`config.mk`:
```
export PLATFORM = sky130hd
export DESIGN_NAME = wunu_back
export DESIGN_NICKNAME = d
export VERILOG_FILES = /design/src/design/wunu_pkg.sv /design/src/design/wunu_back.sv
export SDC_FILE = /design/constraint.sdc
export NUM_CORES = 1
export LEC_CHECK = 0
export BUFFER_PORTS_ARGS = -buffer_cell sky130_fd_sc_hd__buf_2
export CAP_MARGIN = 10
export CORE_AREA = 2 2 144 146
export DETAILED_ROUTE_END_ITERATION = 10
export DIE_AREA = 0 0 146 148
export PLACE_DENSITY = 0.67
export SLEW_MARGIN = 20
export SYNTH_ARGS = -nofsm -noshare
export SYNTH_HDL_FRONTEND = slang
export SYNTH_SLANG_ARGS = --single-unit
```
`constraint.sdc`:
```
create_clock -name i_clk -period 3.7 [get_ports i_clk]
set_input_delay 0 -clock i_clk [delete_from_list [all_inputs] [get_ports i_clk]]
set_output_delay 0 -clock i_clk [all_outputs]
set_load 0.02 [all_outputs]
```
`src/design/wunu_pkg.sv`:
```
// ----------------------------------------------------------------------------
// wunu_pkg
// Shared constants, command codes, cell payload type and bit-level helper
// functions for the unary numeric unit.
// ----------------------------------------------------------------------------
package wunu_pkg;

    // one cell per root digit of the widest format (mantissa bits + 2)
    localparam int NUM_CELLS = 54;
    localparam int RAD_W     = 2 * NUM_CELLS;
    localparam int Q_W       = NUM_CELLS;
    localparam int REM_W     = Q_W + 3;

    localparam logic [4:0] CMD_I32_CLZ    = 5'd0;
    localparam logic [4:0] CMD_I32_CTZ    = 5'd1;
    localparam logic [4:0] CMD_I32_POPCNT = 5'd2;
    localparam logic [4:0] CMD_I64_CLZ    = 5'd3;
    localparam logic [4:0] CMD_I64_CTZ    = 5'd4;
    localparam logic [4:0] CMD_I64_POPCNT = 5'd5;
    localparam logic [4:0] CMD_F32_ABS    = 5'd6;
    localparam logic [4:0] CMD_F32_NEG    = 5'd7;
    localparam logic [4:0] CMD_F32_CEIL   = 5'd8;
    localparam logic [4:0] CMD_F32_FLOOR  = 5'd9;
    localparam logic [4:0] CMD_F32_TRUNC  = 5'd10;
    localparam logic [4:0] CMD_F32_NEAR   = 5'd11;
    localparam logic [4:0] CMD_F32_SQRT   = 5'd12;
    localparam logic [4:0] CMD_F64_ABS    = 5'd13;
    localparam logic [4:0] CMD_F64_NEG    = 5'd14;
    localparam logic [4:0] CMD_F64_CEIL   = 5'd15;
    localparam logic [4:0] CMD_F64_FLOOR  = 5'd16;
    localparam logic [4:0] CMD_F64_TRUNC  = 5'd17;
    localparam logic [4:0] CMD_F64_NEAR   = 5'd18;
    localparam logic [4:0] CMD_F64_SQRT   = 5'd19;

    localparam logic [1:0] RND_CEIL  = 2'd0;
    localparam logic [1:0] RND_FLOOR = 2'd1;
    localparam logic [1:0] RND_TRUNC = 2'd2;
    localparam logic [1:0] RND_NEAR  = 2'd3;

    localparam logic [63:0] K_M1 = 64'h5555555555555555;
    localparam logic [63:0] K_M2 = 64'h3333333333333333;
    localparam logic [63:0] K_M4 = 64'h0f0f0f0f0f0f0f0f;

    typedef struct packed {
        logic              is_sqrt;
        logic              dbl;
        logic [63:0]       res;
        logic [11:0]       exp_f;
        logic [RAD_W-1:0]  rad;
        logic [REM_W-1:0]  rem;
        logic [Q_W-1:0]    q;
    } t_cell;

    function automatic logic [6:0] f_clz64(logic [63:0] v);
        logic [6:0] n;
        n = 7'd64;
        for (int i = 0; i < 64; i++) begin
            if (v[i]) n = 7'(63 - i);
        end
        return n;
    endfunction

    function automatic logic [6:0] f_ctz64(logic [63:0] v);
        logic [6:0] n;
        n = 7'd64;
        for (int i = 63; i >= 0; i--) begin
            if (v[i]) n = 7'(i);
        end
        return n;
    endfunction

    function automatic logic [6:0] f_popcnt64(logic [63:0] x);
        logic [63:0] v;
        logic [6:0]  s;
        v = x - ((x >> 1) & K_M1);
        v = (v & K_M2) + ((v >> 2) & K_M2);
        v = (v + (v >> 4)) & K_M4;
        s = 7'd0;
        for (int i = 0; i < 8; i++) begin
            s = s + 7'(v[8*i +: 4]);
        end
        return s;
    endfunction

    // ceil / floor / trunc / nearest on a single or double bit pattern
    function automatic logic [63:0] f_integral(logic [63:0] x, logic dbl, logic [1:0] mode);
        int          mb;
        int          eb;
        int          u;
        logic [63:0] sbit;
        logic [63:0] mag;
        logic [63:0] fmask;
        logic [63:0] emax;
        logic [63:0] bias;
        logic [63:0] e;
        logic [63:0] mask;
        logic [63:0] f;
        logic [63:0] base;
        logic [63:0] half;
        logic [63:0] r;
        logic        neg;
        logic        up;
        mb    = dbl ? 52 : 23;
        eb    = dbl ? 11 : 8;
        sbit  = 64'd1 << (mb + eb);
        mag   = x & (sbit - 64'd1);
        fmask = (64'd1 << mb) - 64'd1;
        emax  = (64'd1 << eb) - 64'd1;
        bias  = emax >> 1;
        e     = mag >> mb;
        neg   = (x & sbit) != 64'd0;
        u     = int'(e[11:0]) - int'(bias[11:0]);
        up    = 1'b0;
        mask  = 64'd0;
        f     = 64'd0;
        base  = 64'd0;
        half  = 64'd0;
        if (e == emax) begin
            r = ((mag & fmask) != 64'd0) ? (x | (64'd1 << (mb - 1))) : x;
        end else if (mag == 64'd0) begin
            r = x;
        end else if (u < 0) begin
            half = (bias - 64'd1) << mb;
            case (mode)
                RND_CEIL:  up = !neg;
                RND_FLOOR: up = neg;
                RND_NEAR:  up = mag > half;
                default:   up = 1'b0;
            endcase
            r = (x & sbit) | (up ? (bias << mb) : 64'd0);
        end else if (u >= mb) begin
            r = x;
        end else begin
            mask = (64'd1 << (mb - u)) - 64'd1;
            f    = mag & mask;
            base = mag & ~mask;
            half = (mask + 64'd1) >> 1;
            case (mode)
                RND_CEIL:  up = !neg;
                RND_FLOOR: up = neg;
                RND_NEAR:  up = (f > half) || ((f == half) && mag[mb - u]);
                default:   up = 1'b0;
            endcase
            if (f == 64'd0) begin
                r = x;
            end else begin
                if (up) base = base + mask + 64'd1;
                r = (x & sbit) | base;
            end
        end
        return r;
    endfunction

endpackage

```
`src/design/wunu_back.sv`:
```
// ----------------------------------------------------------------------------
// wunu_back
// Output register: rounds the finished root and packs it, or passes the
// result decided up front.
// ----------------------------------------------------------------------------
module wunu_back import wunu_pkg::*; (
    input  logic        i_clk,
    input  logic        i_rst_n,
    input  logic        i_adv,
    input  logic        i_valid,
    input  t_cell       i_cell,
    output logic        o_valid,
    output logic [63:0] o_result
);

    logic          r_valid;
    logic [63:0]   r_result;
    logic [63:0]   n_result;
    logic [Q_W-1:0] mant;

    always_comb begin
        mant = i_cell.q >> 1;
        if (i_cell.q[0] && (i_cell.rem != '0 || mant[0])) mant = mant + 1'b1;
        if (!i_cell.is_sqrt) begin
            n_result = i_cell.res;
        end else if (i_cell.dbl) begin
            n_result = ({52'd0, i_cell.exp_f} << 52) + 64'(mant);
        end else begin
            n_result = {32'd0, (32'(i_cell.exp_f[7:0]) << 23) + 32'(mant)};
        end
    end

    always_ff @(posedge i_clk) begin
        if (!i_rst_n) begin
            r_valid <= 1'b0;
        end else if (i_adv) begin
            r_valid <= i_valid;
        end
        if (i_adv) begin
            r_result <= n_result;
        end
    end

    assign o_valid  = r_valid;
    assign o_result = r_result;

endmodule

```
==> out/qor_table.md <==
| Stage | Metric | Reported |
|---|---|---|
| logic synthesis | Top-area cell type share of the netlist area | 38.7% |
| place | Routability congestion estimate | 0.846 |
| die | Total die area | 21600 sq um |
| timing | Final setup vio count | 0 |
| cts | Sinks on the clock net | 65 |
| die | Row Count | 52 |
| timing | Period Utilization, post-route | 92.0% |
| critical path | Reg2Reg Capture Point | o_valid |
| job | Number of max-cap violations | 0 |
| cts | Buffer cell driving the clock tree root | sky130_fd_sc_hd__clkbuf_16 |
| global route | Wire length of the first global-routing pass | 28100 um |
| status | Result of the run | complete, no violations |
| place | Pre-CTS worst setup slack | -96.3 ps |
| logic synthesis | Synthesized Nets | 827 |
| logic synthesis | Synth Area in Compound Gates | 16.8% |
| cts | Clock latency on the worst-skew pair | 330 ps |
| cts | Clock tree from TritonCTS | built |
| critical path | R2R cell count | 3 |
| logic synthesis | Yosys warns | 0 |
| timing | Headroom to the max-slew limit | 39.0% |
| detailed routing | DRC violations left | 0 |
| cts | Number of buffers added to fix hold violations after cts | 55 |
| detailed routing | Iteration-0 DRC count of the detailed router | 256 |
| final layout | Layout-stage area growth over the synthesis result | 54.9% |
| timing | Max Fclk | 0.294 GHz |
| final layout | Final Net Count | 1177 |
| die | Number of ports placed on the die boundary | 366 |
| detailed routing | Total via count in the routed design | 5590 |
| timing | Time the final worst path needs with I/O delays and setup | 3410 ps |
| critical path | Category of the worst setup path capture point | register |
| global route | Overall track demand over capacity in global routing | 17.0% |
| die | Die Height | 148 um |
| die | Core box area | 20000 sq um |
| critical path | Startpoint Class | input pin |
| timing | Worst-case setup margin in the final layout | 294 ps |
| die | Initial standard-cell utilization of the core | 24.8% |
| detailed routing | Average wire per standard cell | 16.9 um |
| logic synthesis | Number of distinct library cells after synthesis | 65 |
| cts | CTS-repair resized insts | 0 |
| min path | WHS Path Cells | 3 |
| timing | Measured slew at the worst slew-check pin | 915 ps |
| logic synthesis | Mapped Cells | 513 |
| detailed routing | Length of the first detailed-routing pass in iterations | 4 |
| timing | Final count of hold timing violations | 0 |
| critical path | Type of the setup path with the least slack | in2reg |
| cts | H-Tree Depth | 3 |
| min path | Min-Delay Path Class | in2reg |
| logic synthesis | Post-synthesis adder-cell area fraction | 3.58% |
| final layout | Filler-free cell count of the finished design | 1140 |
| critical path | Critical Path Start | i_cell[3] |
| critical path | R2r setup slk | 2570 ps |
| timing | Number of slew-limit violations in the final report | 0 |
| place | Count of input and output buffers | 257 |
| global route | Vias in the first global route | 5363 |
| critical path | Cell-by-cell trace of the critical path | buf_2 -> nand4_1 -> or3_1 -> nor4b_1 -> buf_4 -> xnor2_1 -> ha_1 -> inv_1 -> fa_1 -> nand2b_1 -> a21oi_1 -> nor2_1 -> a2111oi_1 -> buf_4 -> xor3_1 -> mux2_2 |
| critical path | Beginning of the worst register-to-register path | o_valid |
| critical path | Required @ worst endpoint | 3790 ps |
| place | HPWL after detailed placement | 14800 um |
| logic synthesis | Mux share of post-synthesis cell area | 3.07% |
| final layout | Post-layout utilization of the core | 38.4% |
| power and ir drop | Leakage power total | 3.28 nW |
| logic synthesis | Library cell occupying the most area in the post-synthesis netlist | sky130_fd_sc_hd__edfxtp_1 |
| logic synthesis | Synth area leaders | sky130_fd_sc_hd__edfxtp_1 39%, sky130_fd_sc_hd__xnor2_1 5.1%, sky130_fd_sc_hd__a22o_1 3.9% |
| logic synthesis | Synthesized-area fraction occupied by and/or/nand/nor cells | 23.9% |
| logic synthesis | Main flop type after synthesis | sky130_fd_sc_hd__edfxtp_1 |
| final layout | Fraction of layout instances using a drive strength above 1 | 40.3% |
| logic synthesis | Fraction of synthesis flops using an asynchronous set or reset pin | 0% |
| critical path | CP max FO | 2 |
| cts | Reg clk slew, reported paths | 60 ps |
| timing | Setup repair after global routing missed its margin | false |
| cts | TritonCTS buffer count | 9 |
| critical path | Highest cell delay on the worst timing path | 390 ps |
| power and ir drop | Largest vdd supply drop | 0.147 mV |
| logic synthesis | Mean instance size in the synthesized netlist | 9.69 sq um |
| detailed routing | Wire length after detailed routing | 19200 um |
| critical path | Worst setup path end | o_result[31] |
| die | Die width | 146 um |
| logic synthesis | Leading post-synthesis cells by instance count | 64 x sky130_fd_sc_hd__edfxtp_1, 43 x sky130_fd_sc_hd__nand2_1, 41 x sky130_fd_sc_hd__nor2_1 |
| logic synthesis | Count of flip-flops with a built-in enable after synthesis | 64 |
| place | # placed instances | 1067 |
| logic synthesis | Most common cell in the netlist | sky130_fd_sc_hd__edfxtp_1 |
| critical path | Most Frequent Cell on Critical Path | sky130_fd_sc_hd__buf_4 |
| logic synthesis | Largest family of logic cells by synthesized area | simple AND/OR/NAND/NOR gates |
| critical path | Cell type of the slowest stage on the worst timing path | sky130_fd_sc_hd__fa_1 |
| logic synthesis | Summed instance area of the synthesized netlist | 4970 sq um |
| timing | Worst Hold Margin | 11.0 ps |
| logic synthesis | Xor/xnor share of the synthesized area | 9.47% |
| global route | Leftover overflow at the end of global routing | 0 |
| global route | Pin count of the biggest net entering global routing | 66 |
| timing | Worst clock skew on the final layout | 0 ps |
| logic synthesis | Synth Register Bits | 65 |
| logic synthesis | Portion of the post-synthesis area used by sequential elements | 39.1% |
| power and ir drop | Overall power after layout | 0.00230 W |
| detailed routing | Number of nets still failing antenna checks after routing | 0 |
| cts | Maximum number of buffers from clock root to sink | 2 |
| cts | Buffers inserted during post-CTS setup optimization | 0 |
| critical path | Worst EP arrival | 3500 ps |
| detailed routing | Detailed-route vias per instance | 4.90 |
| global route | Number of antenna violations at the first check in global routing | 8 |
| power and ir drop | Power per cell area | 299 nW/um^2 |
-- layout make-up --
| type | count | area (sq um) |
|---|---|---|
| timing repair buffer | 367 | 2250 |
| sequential | 65 | 1940 |
| clock inverter | 4 | 22.5 |
| fill | 2032 | 12300 |
| multi-input combinational | 401 | 2830 |
| antenna | 4 | 10.0 |
| inverter | 19 | 71.3 |
| clock buffer | 10 | 229 |
| tap | 270 | 338 |
-- flip-flops by register name, summed over array words and instances, names as in the netlist --
register,flops
o_result,64
o_valid,1
-- per-layer routing --
layer | wire length, um | global-route usage (%)
met5 | 52 | 0
met4 | 508 | 7.23
met1 | 7640 | 19.5
met2 | 9340 | 30.0
met3 | 1700 | 4.60
-- placed cells by master, fill, tap and decap left out, types with 4 or more instances in the layout --
cell	count
sky130_fd_sc_hd__a2111oi_0	8
sky130_fd_sc_hd__a211o_1	5
sky130_fd_sc_hd__a211oi_1	6
sky130_fd_sc_hd__a21oi_1	25
sky130_fd_sc_hd__a221o_1	5
sky130_fd_sc_hd__a22o_1	22
sky130_fd_sc_hd__and3_1	11
sky130_fd_sc_hd__buf_2	256
sky130_fd_sc_hd__buf_4	56
sky130_fd_sc_hd__clkbuf_16	9
sky130_fd_sc_hd__diode_2	4
sky130_fd_sc_hd__dlygate4sd3_1	55
sky130_fd_sc_hd__edfxtp_1	64
sky130_fd_sc_hd__ha_1	11
sky130_fd_sc_hd__inv_1	19
sky130_fd_sc_hd__mux2i_1	13
sky130_fd_sc_hd__nand2_1	43
sky130_fd_sc_hd__nand3_1	30
sky130_fd_sc_hd__nand3b_1	4
sky130_fd_sc_hd__nand4_1	17
sky130_fd_sc_hd__nand4b_1	4
sky130_fd_sc_hd__nor2_1	40
sky130_fd_sc_hd__nor3_1	17
sky130_fd_sc_hd__nor4_1	21
sky130_fd_sc_hd__o211ai_1	4
sky130_fd_sc_hd__o21ai_0	4
sky130_fd_sc_hd__xnor2_1	29
sky130_fd_sc_hd__xor2_1	22
-- critical path: cells and delay by family --
| family | cells | cell delay (ps) |
|---|---|---|
| muxes | 1 | 270 |
| AOI/OAI and AO/OA | 2 | 550 |
| adders and majority gates | 2 | 630 |
| xor gates and xnor gates | 2 | 490 |
| buffers and inverters | 4 | 490 |
| and+or+nand+nor | 5 | 1060 |
-- cells by family (layout without fill, tap and decap cells) --
group | Yosys count | after routing
buffers and inverters | 47 | 400
xor gates and xnor gates | 52 | 52
and+or+nand+nor | 216 | 216
other | 0 | 4
adders and majority gates | 13 | 13
DFF | 65 | 65
AOI/OAI and AO/OA | 105 | 105
muxes | 15 | 15
-- worst min path at each step --
| stage | endpoint | slack (ps) | start |
|---|---|---|---|
| after floorplan | o_result[0] | 110 | i_adv |
| after global placement | o_valid | 210 | i_rst_n |
| after detailed placement | o_valid | 230 | i_rst_n |
| after CTS | o_result[27] | 1 | i_cell[258] |
| after global routing | o_result[2] | 10 | i_cell[233] |
| final | o_result[30] | 10 | i_cell[261] |
-- power by group --
group / leakage, nW / switching [W] / internal, W
Combinational: 2.53 / 0.000347 / 0.000284
Sequential: 0.633 / 0.0000165 / 0.000894
Clock: 0.116 / 0.000318 / 0.000441
Total: 3.28 / 0.000681 / 0.00162
-- per-stage QoR --
stage | TNS [ps] | cell area, sq um
floorplan | 0 | 4970
global placement | -34.4 | 6880
detailed placement | -96.3 | 6880
CTS | 0 | 7680
global route | 0 | 7680
finish | 0 | 7690
Power figures use the tool's default switching activity.
