==> src/design/wunu_pkg.sv <==
// ----------------------------------------------------------------------------
// wunu_pkg
// Shared constants, command codes, cell payload type and bit-level helper
// functions for the unary numeric unit.
// ----------------------------------------------------------------------------
package wunu_pkg;

    // one cell per root digit of the widest format (mantissa bits + 2)
    localparam int NUM_CELLS = 54;
    localparam int RAD_W     = 2 * NUM_CELLS;
    localparam int Q_W       = NUM_CELLS;
    localparam int REM_W     = Q_W + 3;

    localparam logic [4:0] CMD_I32_CLZ    = 5'd0;
    localparam logic [4:0] CMD_I32_CTZ    = 5'd1;
    localparam logic [4:0] CMD_I32_POPCNT = 5'd2;
    localparam logic [4:0] CMD_I64_CLZ    = 5'd3;
    localparam logic [4:0] CMD_I64_CTZ    = 5'd4;
    localparam logic [4:0] CMD_I64_POPCNT = 5'd5;
    localparam logic [4:0] CMD_F32_ABS    = 5'd6;
    localparam logic [4:0] CMD_F32_NEG    = 5'd7;
    localparam logic [4:0] CMD_F32_CEIL   = 5'd8;
    localparam logic [4:0] CMD_F32_FLOOR  = 5'd9;
    localparam logic [4:0] CMD_F32_TRUNC  = 5'd10;
    localparam logic [4:0] CMD_F32_NEAR   = 5'd11;
    localparam logic [4:0] CMD_F32_SQRT   = 5'd12;
    localparam logic [4:0] CMD_F64_ABS    = 5'd13;
    localparam logic [4:0] CMD_F64_NEG    = 5'd14;
    localparam logic [4:0] CMD_F64_CEIL   = 5'd15;
    localparam logic [4:0] CMD_F64_FLOOR  = 5'd16;
    localparam logic [4:0] CMD_F64_TRUNC  = 5'd17;
    localparam logic [4:0] CMD_F64_NEAR   = 5'd18;
    localparam logic [4:0] CMD_F64_SQRT   = 5'd19;

    localparam logic [1:0] RND_CEIL  = 2'd0;
    localparam logic [1:0] RND_FLOOR = 2'd1;
    localparam logic [1:0] RND_TRUNC = 2'd2;
    localparam logic [1:0] RND_NEAR  = 2'd3;

    localparam logic [63:0] K_M1 = 64'h5555555555555555;
    localparam logic [63:0] K_M2 = 64'h3333333333333333;
    localparam logic [63:0] K_M4 = 64'h0f0f0f0f0f0f0f0f;

    typedef struct packed {
        logic              is_sqrt;
        logic              dbl;
        logic [63:0]       res;
        logic [11:0]       exp_f;
        logic [RAD_W-1:0]  rad;
        logic [REM_W-1:0]  rem;
        logic [Q_W-1:0]    q;
    } t_cell;

    function automatic logic [6:0] f_clz64(logic [63:0] v);
        logic [6:0] n;
        n = 7'd64;
        for (int i = 0; i < 64; i++) begin
            if (v[i]) n = 7'(63 - i);
        end
        return n;
    endfunction

    function automatic logic [6:0] f_ctz64(logic [63:0] v);
        logic [6:0] n;
        n = 7'd64;
        for (int i = 63; i >= 0; i--) begin
            if (v[i]) n = 7'(i);
        end
        return n;
    endfunction

    function automatic logic [6:0] f_popcnt64(logic [63:0] x);
        logic [63:0] v;
        logic [6:0]  s;
        v = x - ((x >> 1) & K_M1);
        v = (v & K_M2) + ((v >> 2) & K_M2);
        v = (v + (v >> 4)) & K_M4;
        s = 7'd0;
        for (int i = 0; i < 8; i++) begin
            s = s + 7'(v[8*i +: 4]);
        end
        return s;
    endfunction

    // ceil / floor / trunc / nearest on a single or double bit pattern
    function automatic logic [63:0] f_integral(logic [63:0] x, logic dbl, logic [1:0] mode);
        int          mb;
        int          eb;
        int          u;
        logic [63:0] sbit;
        logic [63:0] mag;
        logic [63:0] fmask;
        logic [63:0] emax;
        logic [63:0] bias;
        logic [63:0] e;
        logic [63:0] mask;
        logic [63:0] f;
        logic [63:0] base;
        logic [63:0] half;
        logic [63:0] r;
        logic        neg;
        logic        up;
        mb    = dbl ? 52 : 23;
        eb    = dbl ? 11 : 8;
        sbit  = 64'd1 << (mb + eb);
        mag   = x & (sbit - 64'd1);
        fmask = (64'd1 << mb) - 64'd1;
        emax  = (64'd1 << eb) - 64'd1;
        bias  = emax >> 1;
        e     = mag >> mb;
        neg   = (x & sbit) != 64'd0;
        u     = int'(e[11:0]) - int'(bias[11:0]);
        up    = 1'b0;
        mask  = 64'd0;
        f     = 64'd0;
        base  = 64'd0;
        half  = 64'd0;
        if (e == emax) begin
            r = ((mag & fmask) != 64'd0) ? (x | (64'd1 << (mb - 1))) : x;
        end else if (mag == 64'd0) begin
            r = x;
        end else if (u < 0) begin
            half = (bias - 64'd1) << mb;
            case (mode)
                RND_CEIL:  up = !neg;
                RND_FLOOR: up = neg;
                RND_NEAR:  up = mag > half;
                default:   up = 1'b0;
            endcase
            r = (x & sbit) | (up ? (bias << mb) : 64'd0);
        end else if (u >= mb) begin
            r = x;
        end else begin
            mask = (64'd1 << (mb - u)) - 64'd1;
            f    = mag & mask;
            base = mag & ~mask;
            half = (mask + 64'd1) >> 1;
            case (mode)
                RND_CEIL:  up = !neg;
                RND_FLOOR: up = neg;
                RND_NEAR:  up = (f > half) || ((f == half) && mag[mb - u]);
                default:   up = 1'b0;
            endcase
            if (f == 64'd0) begin
                r = x;
            end else begin
                if (up) base = base + mask + 64'd1;
                r = (x & sbit) | base;
            end
        end
        return r;
    endfunction

endpackage

==> src/design/wunu_cell.sv <==
// ----------------------------------------------------------------------------
// wunu_cell
// One root digit: shifts in a radicand bit pair, trial-subtracts, and hands
// partial root and remainder to the next cell.
// ----------------------------------------------------------------------------
module wunu_cell import wunu_pkg::*; (
    input  logic  i_clk,
    input  logic  i_rst_n,
    input  logic  i_adv,
    input  logic  i_valid,
    input  t_cell i_cell,
    output logic  o_valid,
    output t_cell o_cell
);

    logic             r_valid;
    t_cell            r_cell;
    t_cell            n_cell;
    logic [REM_W-1:0] rem2;
    logic [REM_W-1:0] trial;

    always_comb begin
        rem2   = {i_cell.rem[REM_W-3:0], i_cell.rad[RAD_W-1 -: 2]};
        trial  = REM_W'({i_cell.q, 2'b01});
        n_cell = i_cell;
        n_cell.rad = {i_cell.rad[RAD_W-3:0], 2'b00};
        if (rem2 >= trial) begin
            n_cell.rem = rem2 - trial;
            n_cell.q   = {i_cell.q[Q_W-2:0], 1'b1};
        end else begin
            n_cell.rem = rem2;
            n_cell.q   = {i_cell.q[Q_W-2:0], 1'b0};
        end
    end

    always_ff @(posedge i_clk) begin
        if (!i_rst_n) begin
            r_valid <= 1'b0;
        end else if (i_adv) begin
            r_valid <= i_valid;
        end
        if (i_adv) begin
            r_cell <= n_cell;
        end
    end

    assign o_valid = r_valid;
    assign o_cell  = r_cell;

endmodule

==> config.mk <==
export PLATFORM = sky130hd
export DESIGN_NAME = wunu_cell
export DESIGN_NICKNAME = d
export VERILOG_FILES = /design/src/design/wunu_pkg.sv /design/src/design/wunu_cell.sv
export SDC_FILE = /design/constraint.sdc
export NUM_CORES = 1
export LEC_CHECK = 0
export ABC_AREA = 1
export BUFFER_PORTS_ARGS = -buffer_cell sky130_fd_sc_hd__clkbuf_2
export CELL_PAD_IN_SITES_DETAIL_PLACEMENT = 0
export CELL_PAD_IN_SITES_GLOBAL_PLACEMENT = 2
export CORE_ASPECT_RATIO = 0.75
export CORE_MARGIN = 2
export CORE_UTILIZATION = 28
export DETAILED_ROUTE_END_ITERATION = 12
export GPL_TIMING_DRIVEN = 1
export PLACE_DENSITY_LB_ADDON = 0.1
export SLEW_MARGIN = 20
export SYNTH_ARGS = -nofsm -noshare
export SYNTH_HDL_FRONTEND = slang
export SYNTH_SLANG_ARGS = --single-unit
export TNS_END_PERCENT = 10
==> constraint.sdc <==
create_clock -name i_clk -period 2.2 [get_ports i_clk]
set_input_delay 0.22 -clock i_clk [delete_from_list [all_inputs] [get_ports i_clk]]
set_output_delay 0.22 -clock i_clk [all_outputs]
set_load 0.005 [all_outputs]
==> Implementation_results.wiki, run 1 <==
{| class="wikitable"
! Metric !! Value
|-
| Area of the die || 55960 um^2
|-
| Fillcell total || 5356
|-
| Cell Rows || 73
|-
| Setup violators final || 0
|-
| Root buffer cell || sky130_fd_sc_hd__clkbuf_16
|-
| CTS buffer count || 34
|-
| RR Endpoint || o_valid
|-
| Post-cts hold buffer count || 278
|-
| RSZ-0062 raised after global routing || no
|-
| Slowest cell delay on critical path || 0.36 ns
|-
| Antenna cell count || 0
|-
| Footprint of the flip-flops and latches || 8879 um^2
|-
| Clock H-tree levels || 2
|-
| Number of antenna violations at the first check in global routing || 0
|-
| Multi-input gate area in the final layout || 4758 um^2
|-
| Post-DR vias/cell || 4.145
|-
| Fraction of power consumed by the clock network || 34.4%
|-
| Max clock buf depth || 3
|-
| Cell internal power dissipation || 11950 uW
|-
| Number of standard cells in the final layout excluding fillers || 3576
|-
| Horizontal die dimension || 272.5 um
|-
| Final period utilization || 89.40%
|-
| Max-cap violations || 0
|-
| Number of nets in the finished design || 3195
|-
| Number of remaining DRC errors || 0
|-
| Share of cells above drive strength 1 || 32.65%
|-
| Critical register-to-register path startpoint || o_valid
|-
| Clock transition at the registers of the reported paths || 0.06 ns
|-
| Tot Pwr || 16490 uW
|-
| Worst hold path endpoint || o_cell[102]
|-
| Dpl cells || 3236
|-
| Detailed Route Iter0 Violations || 913
|-
| Register bit count reported by yosys || 296
|-
| Required arrival time at the worst endpoint || 2.48 ns
|-
| Final Hold Violating Endpoints || 0
|-
| RD Place Congestion || 0.8899
|-
| Critical hold path startpoint || i_cell[100]
|-
| Slack of the worst reg-to-reg path || 1.00 ns
|-
| Lkg Pwr || 0.01288 uW
|-
| Count of buffers from port buffering || 594
|-
| CTS tree || done
|-
| Startpoint kind of the worst setup timing path || input port
|-
| Highest clock frequency the design can meet || 508.4 MHz
|-
| Power density over the cells || 664.4 nW/um^2
|-
| Share of total power in sequential cells || 42.4%
|-
| Outcome || complete, no violations
|-
| Combined area of all synthesized cells || 15140 um^2
|-
| Classification of the worst setup path || in -> reg
|-
| Clock insertion delay at the later pin of the skew report || 0.54 ns
|-
| Post-CTS setup buffer count || 0
|-
| Crit path max-delay cell type || sky130_fd_sc_hd__ha_1
|-
| Minimum clock period after layout || 1.967 ns
|-
| Fin Clk Skew || 0 ns
|-
| Area of the core || 53250 um^2
|-
| Maximum number of pins on one net before global-route repair || 75
|-
| Combinational fraction of design power || 23.2%
|-
| Type of the most critical hold path || in -> reg
|-
| Placed wire-length estimate after detailed placement || 49440 um
|-
| Min-Delay Path Depth || 3
|-
| Post-synthesis area per instance || 8.948 um^2
|-
| CP max FO || 5
|-
| Synthesized instance count || 1692
|-
| Critical path's most frequent cell || sky130_fd_sc_hd__nand2_1
|-
| Clock net sink count || 296
|-
| Starting utilization of the core area || 28.43%
|-
| Sw Ratio || 27.55%
|-
| Switching pwr || 4544 uW
|-
| Final Slew Violations || 0
|-
| Synth warn || 0
|-
| GR Overflow Total || 0
|-
| Critical path endpoint category || flop
|-
| Number of library cell types mapped by synthesis || 33
|-
| Critical-path cell list || clkbuf_2 -> inv_1 -> ha_1 -> nand2_1 -> buf_4 -> nor2_1 -> inv_1 -> nor2_1 -> nand2_1 -> nor2_1 -> nand2_1 -> nand3_1 -> nand2_1 -> nand3_1 -> nand2_1
|-
| Maximum resistive drop on vdd || 0.0006164 V
|-
| Startpoint of the worst setup timing path || i_cell[26]
|-
| Sequential-to-total area share from yosys stat || 58.64%
|-
| Top-level port count || 599
|-
| Count of cells along the worst register-to-register path || 3
|-
| GRT Util Overall || 21.28%
|-
| TritonRoute pass-1 iters || 6
|-
| Count of cells resized by post-cts repair || 0
|-
| Residual antenna-violating net count after detailed routing || 0
|-
| Routed length per placed instance || 17.09 um
|-
| Total Wirelength || 61100 um
|-
| Die H || 205.4 um
|-
| Area overhead of the layout relative to synthesis || 63.95%
|-
| Routed vias || 14820
|-
| Vias in the first global route || 15010
|-
| Global-route wire length before repair || 89730 um
|-
| Data arrival time at the worst-slack endpoint || 2.25 ns
|}
[state kept, by name, summed over array words and instances (netlist names)]
signal and cells:
o_cell 295, o_valid 1
[worst max path at each step]
stage                   to  depth (start not counted)  slack, ns
2_1_floorplan   o_cell[78]                         16       0.20
3_3_place_gp    o_cell[91]                         15      -0.35
3_5_place_dp    o_cell[91]                         15      -0.34
4_1_cts         o_cell[91]                         15       0.25
5_1_grt         o_cell[91]                         15       0.03
6_report       o_cell[105]                         15       0.23
[per-layer routing]
| layer | part of all wire (%) | vias up | GRT usage (%) |
|---|---|---|---|
| met1 | 47 | 6809 | 29.37 |
| met5 | 0 | - | 0 |
| met2 | 46 | 381 | 34.61 |
| met4 | 2.4 | 0 | 5.612 |
| li1 | - | 7561 | - |
| met3 | 4.9 | 70 | 3.559 |
[kinds of logic after synthesis]
logic type | count (synthesis) | synth area share, %
simple gates | 882 | 23.53
buf+inv | 384 | 9.950
other cells | 1 | 0.02477
fa+ha+maj | 56 | 4.628
flops | 296 | 58.64
compound gates | 43 | 1.488
xor+xnor | 30 | 1.736
[synthesized netlist by cell type (all sizes together)]
cell type / instances / area share [%]
a21oi: 33 / 1.1
and2: 1 / 0.041
buf: 13 / 0.74
conb: 1 / 0.025
dfxtp: 1 / 0.13
edfxtp: 295 / 59
ha: 56 / 4.6
inv: 371 / 9.2
nand2: 684 / 17
nand3: 67 / 2.2
nand3b: 11 / 0.55
nand4: 9 / 0.37
nor2: 102 / 2.8
nor3: 7 / 0.30
o21ai: 9 / 0.30
o21bai: 1 / 0.050
or2: 1 / 0.041
xnor2: 2 / 0.12
xor2: 28 / 1.6
[critical path, delay by kind of cell]
kind	cells	cell delay, ns
and+or+nand+nor	10	1.29
buffers and inverters	4	0.39
adders and majority gates	1	0.36
[placed cells by master, fill, tap and decap left out, drive strengths merged, types with 2 or more instances in the layout]
cell	n
clkbuf	635
ha	56
nand2	684
buf	251
xor2	28
bufinv	3
o21ai	9
a21oi	33
edfxtp	295
nand4	9
conb	2
nand3	67
dlygate4sd3	278
nand3b	11
xnor2	2
inv	375
nor2	102
clkinv	13
nor3	7
[layout make-up]
cell class / count / area share, %
clock buffer: 42 / 3.634
multi-input combinational: 1013 / 19.17
timing repair buffer: 1122 / 31.44
inverter: 371 / 5.621
tap: 712 / 3.589
sequential: 296 / 35.77
clock inverter: 20 / 0.7712
[power groups by stage]
| stage | sequential (uW) | combinational, uW | clock [uW] |
|---|---|---|---|
| after floorplan | 7160 | 1270 | 0 |
| after global placement | 7090 | 3460 | 0 |
| after detailed placement | 7110 | 3450 | 0 |
| after CTS | 6990 | 3870 | 5860 |
| after global routing | 7040 | 4240 | 6050 |
| final | 6990 | 3830 | 5670 |
[per-stage QoR]
step,setup TNS (ns),setup WS (ns),hold slack [ns],util [%],instance area [um^2]
global placement,-14.24,-0.3499,0.3970,39.33,20950
floorplan,0,0.1964,0.3135,-,15140
detailed placement,-15.21,-0.3434,0.3986,39.33,20950
global route,0,0.03156,0.03002,46.61,24820
CTS,0,0.2479,0.003923,46.61,24820
finish,0,0.2332,0.03930,46.61,24820
(Power assumes the default switching activity.)
==> run 2: changes to the inputs <==
--- a/config.mk
+++ b/config.mk
@@ -10,7 +10,7 @@
 export CELL_PAD_IN_SITES_DETAIL_PLACEMENT = 0
 export CELL_PAD_IN_SITES_GLOBAL_PLACEMENT = 2
 export CORE_ASPECT_RATIO = 0.75
-export CORE_MARGIN = 2
+export CORE_MARGIN = 3
 export CORE_UTILIZATION = 28
 export DETAILED_ROUTE_END_ITERATION = 12
 export GPL_TIMING_DRIVEN = 1
==> Implementation_results.wiki, run 2 (synthesized netlist as in run 1, its figures left out) <==
{| class="wikitable"
! Metric !! Value
|-
| Outcome || complete, no violations (unchanged)
|-
| Critical path's most frequent cell || sky130_fd_sc_hd__nand2_1 (unchanged)
|-
| Dpl cells || 3222 (was 3236)
|-
| Critical-path cell list || dlygate4sd3_1 -> clkbuf_2 -> inv_1 -> ha_1 -> nor2_1 -> o21ai_0 -> nand2_2 -> nand2_1 -> nand2_1 -> nand2_1 -> nand2_1 -> xor2_1 -> nand2_1 -> nand2_1 (was clkbuf_2 -> inv_1 -> ha_1 -> nand2_1 -> buf_4 -> nor2_1 -> inv_1 -> nor2_1 -> nand2_1 -> nor2_1 -> nand2_1 -> nand3_1 -> nand2_1 -> nand3_1 -> nand2_1)
|-
| Routed length per placed instance || 17.10 um (was 17.09 um)
|-
| Type of the most critical hold path || in -> reg (unchanged)
|-
| Area after detailed placement || 20780 um^2 (was 20950 um^2)
|-
| Max clock buf depth || 3 (unchanged)
|-
| Clock transition at the registers of the reported paths || 0.06 ns (about the same)
|-
| Most frequent standard cell in the layout excluding fill and tap cells || sky130_fd_sc_hd__nand2_1 (unchanged)
|-
| Count of buffers from port buffering || 594 (unchanged)
|-
| Number of remaining DRC errors || 0 (unchanged)
|-
| Tot Pwr || 15970 uW (was 16490 uW)
|-
| Setup violators final || 0 (unchanged)
|-
| Uppermost layer routed || met5 (was met4)
|-
| Final Hold Violating Endpoints || 0 (unchanged)
|-
| Worst hold path endpoint || o_cell[110] (was o_cell[102])
|-
| RR Endpoint || o_valid (unchanged)
|-
| Horizontal die dimension || 274.5 um (was 272.5 um)
|-
| Data arrival time at the worst-slack endpoint || 2.42 ns (was 2.25 ns)
|-
| Slack of the worst reg-to-reg path || 1.01 ns (was 1.00 ns)
|-
| Crit path max-delay cell type || sky130_fd_sc_hd__dlygate4sd3_1 (was sky130_fd_sc_hd__ha_1)
|-
| RD Place Congestion || 0.8858 (was 0.8899)
|-
| Area overhead of the layout relative to synthesis || 63.06% (was 63.95%)
|-
| Family with the most delay on the worst path || simple AND/OR/NAND/NOR gates (unchanged)
|-
| Final period utilization || 94.54% (was 89.40%)
|-
| Startpoint kind of the worst setup timing path || input port (unchanged)
|-
| TritonRoute pass-1 iters || 5 (was 6)
|-
| Highest clock frequency the design can meet || 480.8 MHz (was 508.4 MHz)
|-
| Area of the die || 56920 um^2 (was 55960 um^2)
|-
| Die H || 207.4 um (was 205.4 um)
|-
| Number of standard cells in the final layout excluding fillers || 3571 (was 3576)
|-
| Post-route standard cell area excluding fillers || 24690 um^2 (was 24820 um^2)
|-
| Number of nets in the finished design || 3191 (was 3195)
|-
| Min-Delay Path Depth || 3 (unchanged)
|-
| Critical hold path startpoint || i_cell[108] (was i_cell[100])
|-
| Classification of the worst setup path || in -> reg (unchanged)
|-
| Required arrival time at the worst endpoint || 2.54 ns (was 2.48 ns)
|-
| GRT Util Overall || 21.01% (was 21.28%)
|-
| Power density over the cells || 646.8 nW/um^2 (was 664.4 nW/um^2)
|-
| Share of cells above drive strength 1 || 32.31% (was 32.65%)
|-
| Commonest cells after routing, fill and taps aside || sky130_fd_sc_hd__nand2_1 (672), sky130_fd_sc_hd__clkbuf_2 (593), sky130_fd_sc_hd__inv_1 (354) (was sky130_fd_sc_hd__nand2_1 (674), sky130_fd_sc_hd__clkbuf_2 (593), sky130_fd_sc_hd__inv_1 (354))
|-
| Number of antenna violations at the first check in global routing || 3 (was 0)
|-
| Vias in the first global route || 15110 (was 15010)
|-
| Maximum resistive drop on vdd || 0.0006027 V (was 0.0006164 V)
|-
| Max-cap violations || 0 (unchanged)
|-
| Met3 wirelength from detailed routing || 3122 um (was 3006 um)
|-
| Top-level port count || 599 (unchanged)
|-
| Maximum number of pins on one net before global-route repair || 71 (was 75)
|-
| Placed wire-length estimate after detailed placement || 49370 um (was 49440 um)
|-
| GR Overflow Total || 0 (unchanged)
|-
| Post-CTS setup buffer count || 0 (unchanged)
|-
| Count of cells along the worst register-to-register path || 3 (unchanged)
|-
| Residual antenna-violating net count after detailed routing || 0 (unchanged)
|-
| Flip-flop count of the largest register after layout || 295 (unchanged)
|-
| Cell Rows || 73 (unchanged)
|-
| Total Wirelength || 61080 um (was 61100 um)
|-
| Area of the core || 53250 um^2 (unchanged)
|-
| Root buffer cell || sky130_fd_sc_hd__clkbuf_16 (unchanged)
|-
| Clock insertion delay at the later pin of the skew report || 0.59 ns (was 0.54 ns)
|-
| Starting utilization of the core area || 28.43% (unchanged)
|-
| Slowest cell delay on critical path || 0.53 ns (was 0.36 ns)
|-
| Detailed Route Iter0 Violations || 867 (was 913)
|-
| Critical register-to-register path startpoint || o_valid (unchanged)
|-
| Worst path bufs/invs || 3 (was 4)
|-
| Global-route wire length before repair || 91020 um (was 89730 um)
|-
| CTS buffer count || 31 (was 34)
|-
| DRT met1 WL || 28250 um (was 28650 um)
|-
| CTS tree || done (unchanged)
|-
| Lkg Pwr || 0.01280 uW (was 0.01288 uW)
|-
| Fin Clk Skew || 0 ns (unchanged)
|-
| Clock net sink count || 296 (unchanged)
|-
| Critical path endpoint category || flop (unchanged)
|-
| Routed vias || 14580 (was 14820)
|-
| Minimum clock period after layout || 2.080 ns (was 1.967 ns)
|-
| Wire length on met2 || 28090 um (was 28000 um)
|-
| Post-DR vias/cell || 4.081 (was 4.145)
|-
| CP max FO || 5 (unchanged)
|-
| Clock H-tree levels || 1 (was 2)
|-
| Final Slew Violations || 0 (unchanged)
|}
[run 2: report_power, final]
group / internal (uW) / switching, uW
logic: 1800 / 2000
registers: 6830 / 150
clock network: 2930 / 2250
[run 2: worst max-delay path by stage]
stage | from | to | slack, ns | cells past startpoint
after CTS | i_cell[217] | o_cell[90] | 0.12 | 13
after floorplan | i_cell[30] | o_cell[78] | 0.20 | 16
after global routing | i_cell[217] | o_cell[86] | -0.03 | 14
after global placement | i_cell[48] | o_cell[103] | -0.31 | 12
after detailed placement | i_cell[33] | o_cell[103] | -0.34 | 16
final | i_cell[217] | o_cell[86] | 0.12 | 14
[run 2: worst reg2reg max path: stages, from the launching register on]
cell	delay (ns)
sky130_fd_sc_hd__dfxtp_1	0.31
sky130_fd_sc_hd__o21ai_0	0.16
sky130_fd_sc_hd__a21oi_1	0.06
sky130_fd_sc_hd__dlygate4sd3_1	0.56
[run 2: routing by layer]
| layer | track usage [%] | vias up |
|---|---|---|
| met5 | 0 | - |
| met4 | 5.306 | 2 |
| met3 | 3.420 | 71 |
| met2 | 34.67 | 372 |
| met1 | 28.73 | 6591 |
| li1 | - | 7539 |
[run 2: metrics by stage]
| stage | setup WS (ns) | TNS [ns] | hold slack, ns | util [%] |
|---|---|---|---|---|
| after floorplan | 0.1964 | 0 | 0.3135 | - |
| after global placement | -0.3111 | -15.71 | 0.3975 | 39.02 |
| after detailed placement | -0.3395 | -14.72 | 0.3986 | 39.02 |
| after CTS | 0.1190 | 0 | 0.0004506 | 46.32 |
| after global routing | -0.02892 | -0.06010 | 0.02439 | 46.36 |
| final | 0.1200 | 0 | 0.03457 | 46.36 |
[run 2: repair_timing]
action	4_1_cts	5_1_grt
endpoints found under the hold margin	290	0
endpoints found under the setup margin	0	6
hold buffers	291	0
gates resized for setup	0	4
[run 2: area by class of cell]
type,count,area [um^2]
fillers,5392,28560
flip-flops and latches,296,8879
repair buffers,1121,7767
multi-input cells,1013,4773
inverters,371,1395
well taps,712,890.9
clock buffers,38,802.0
clock inverters,18,173.9
diodes,2,5.005
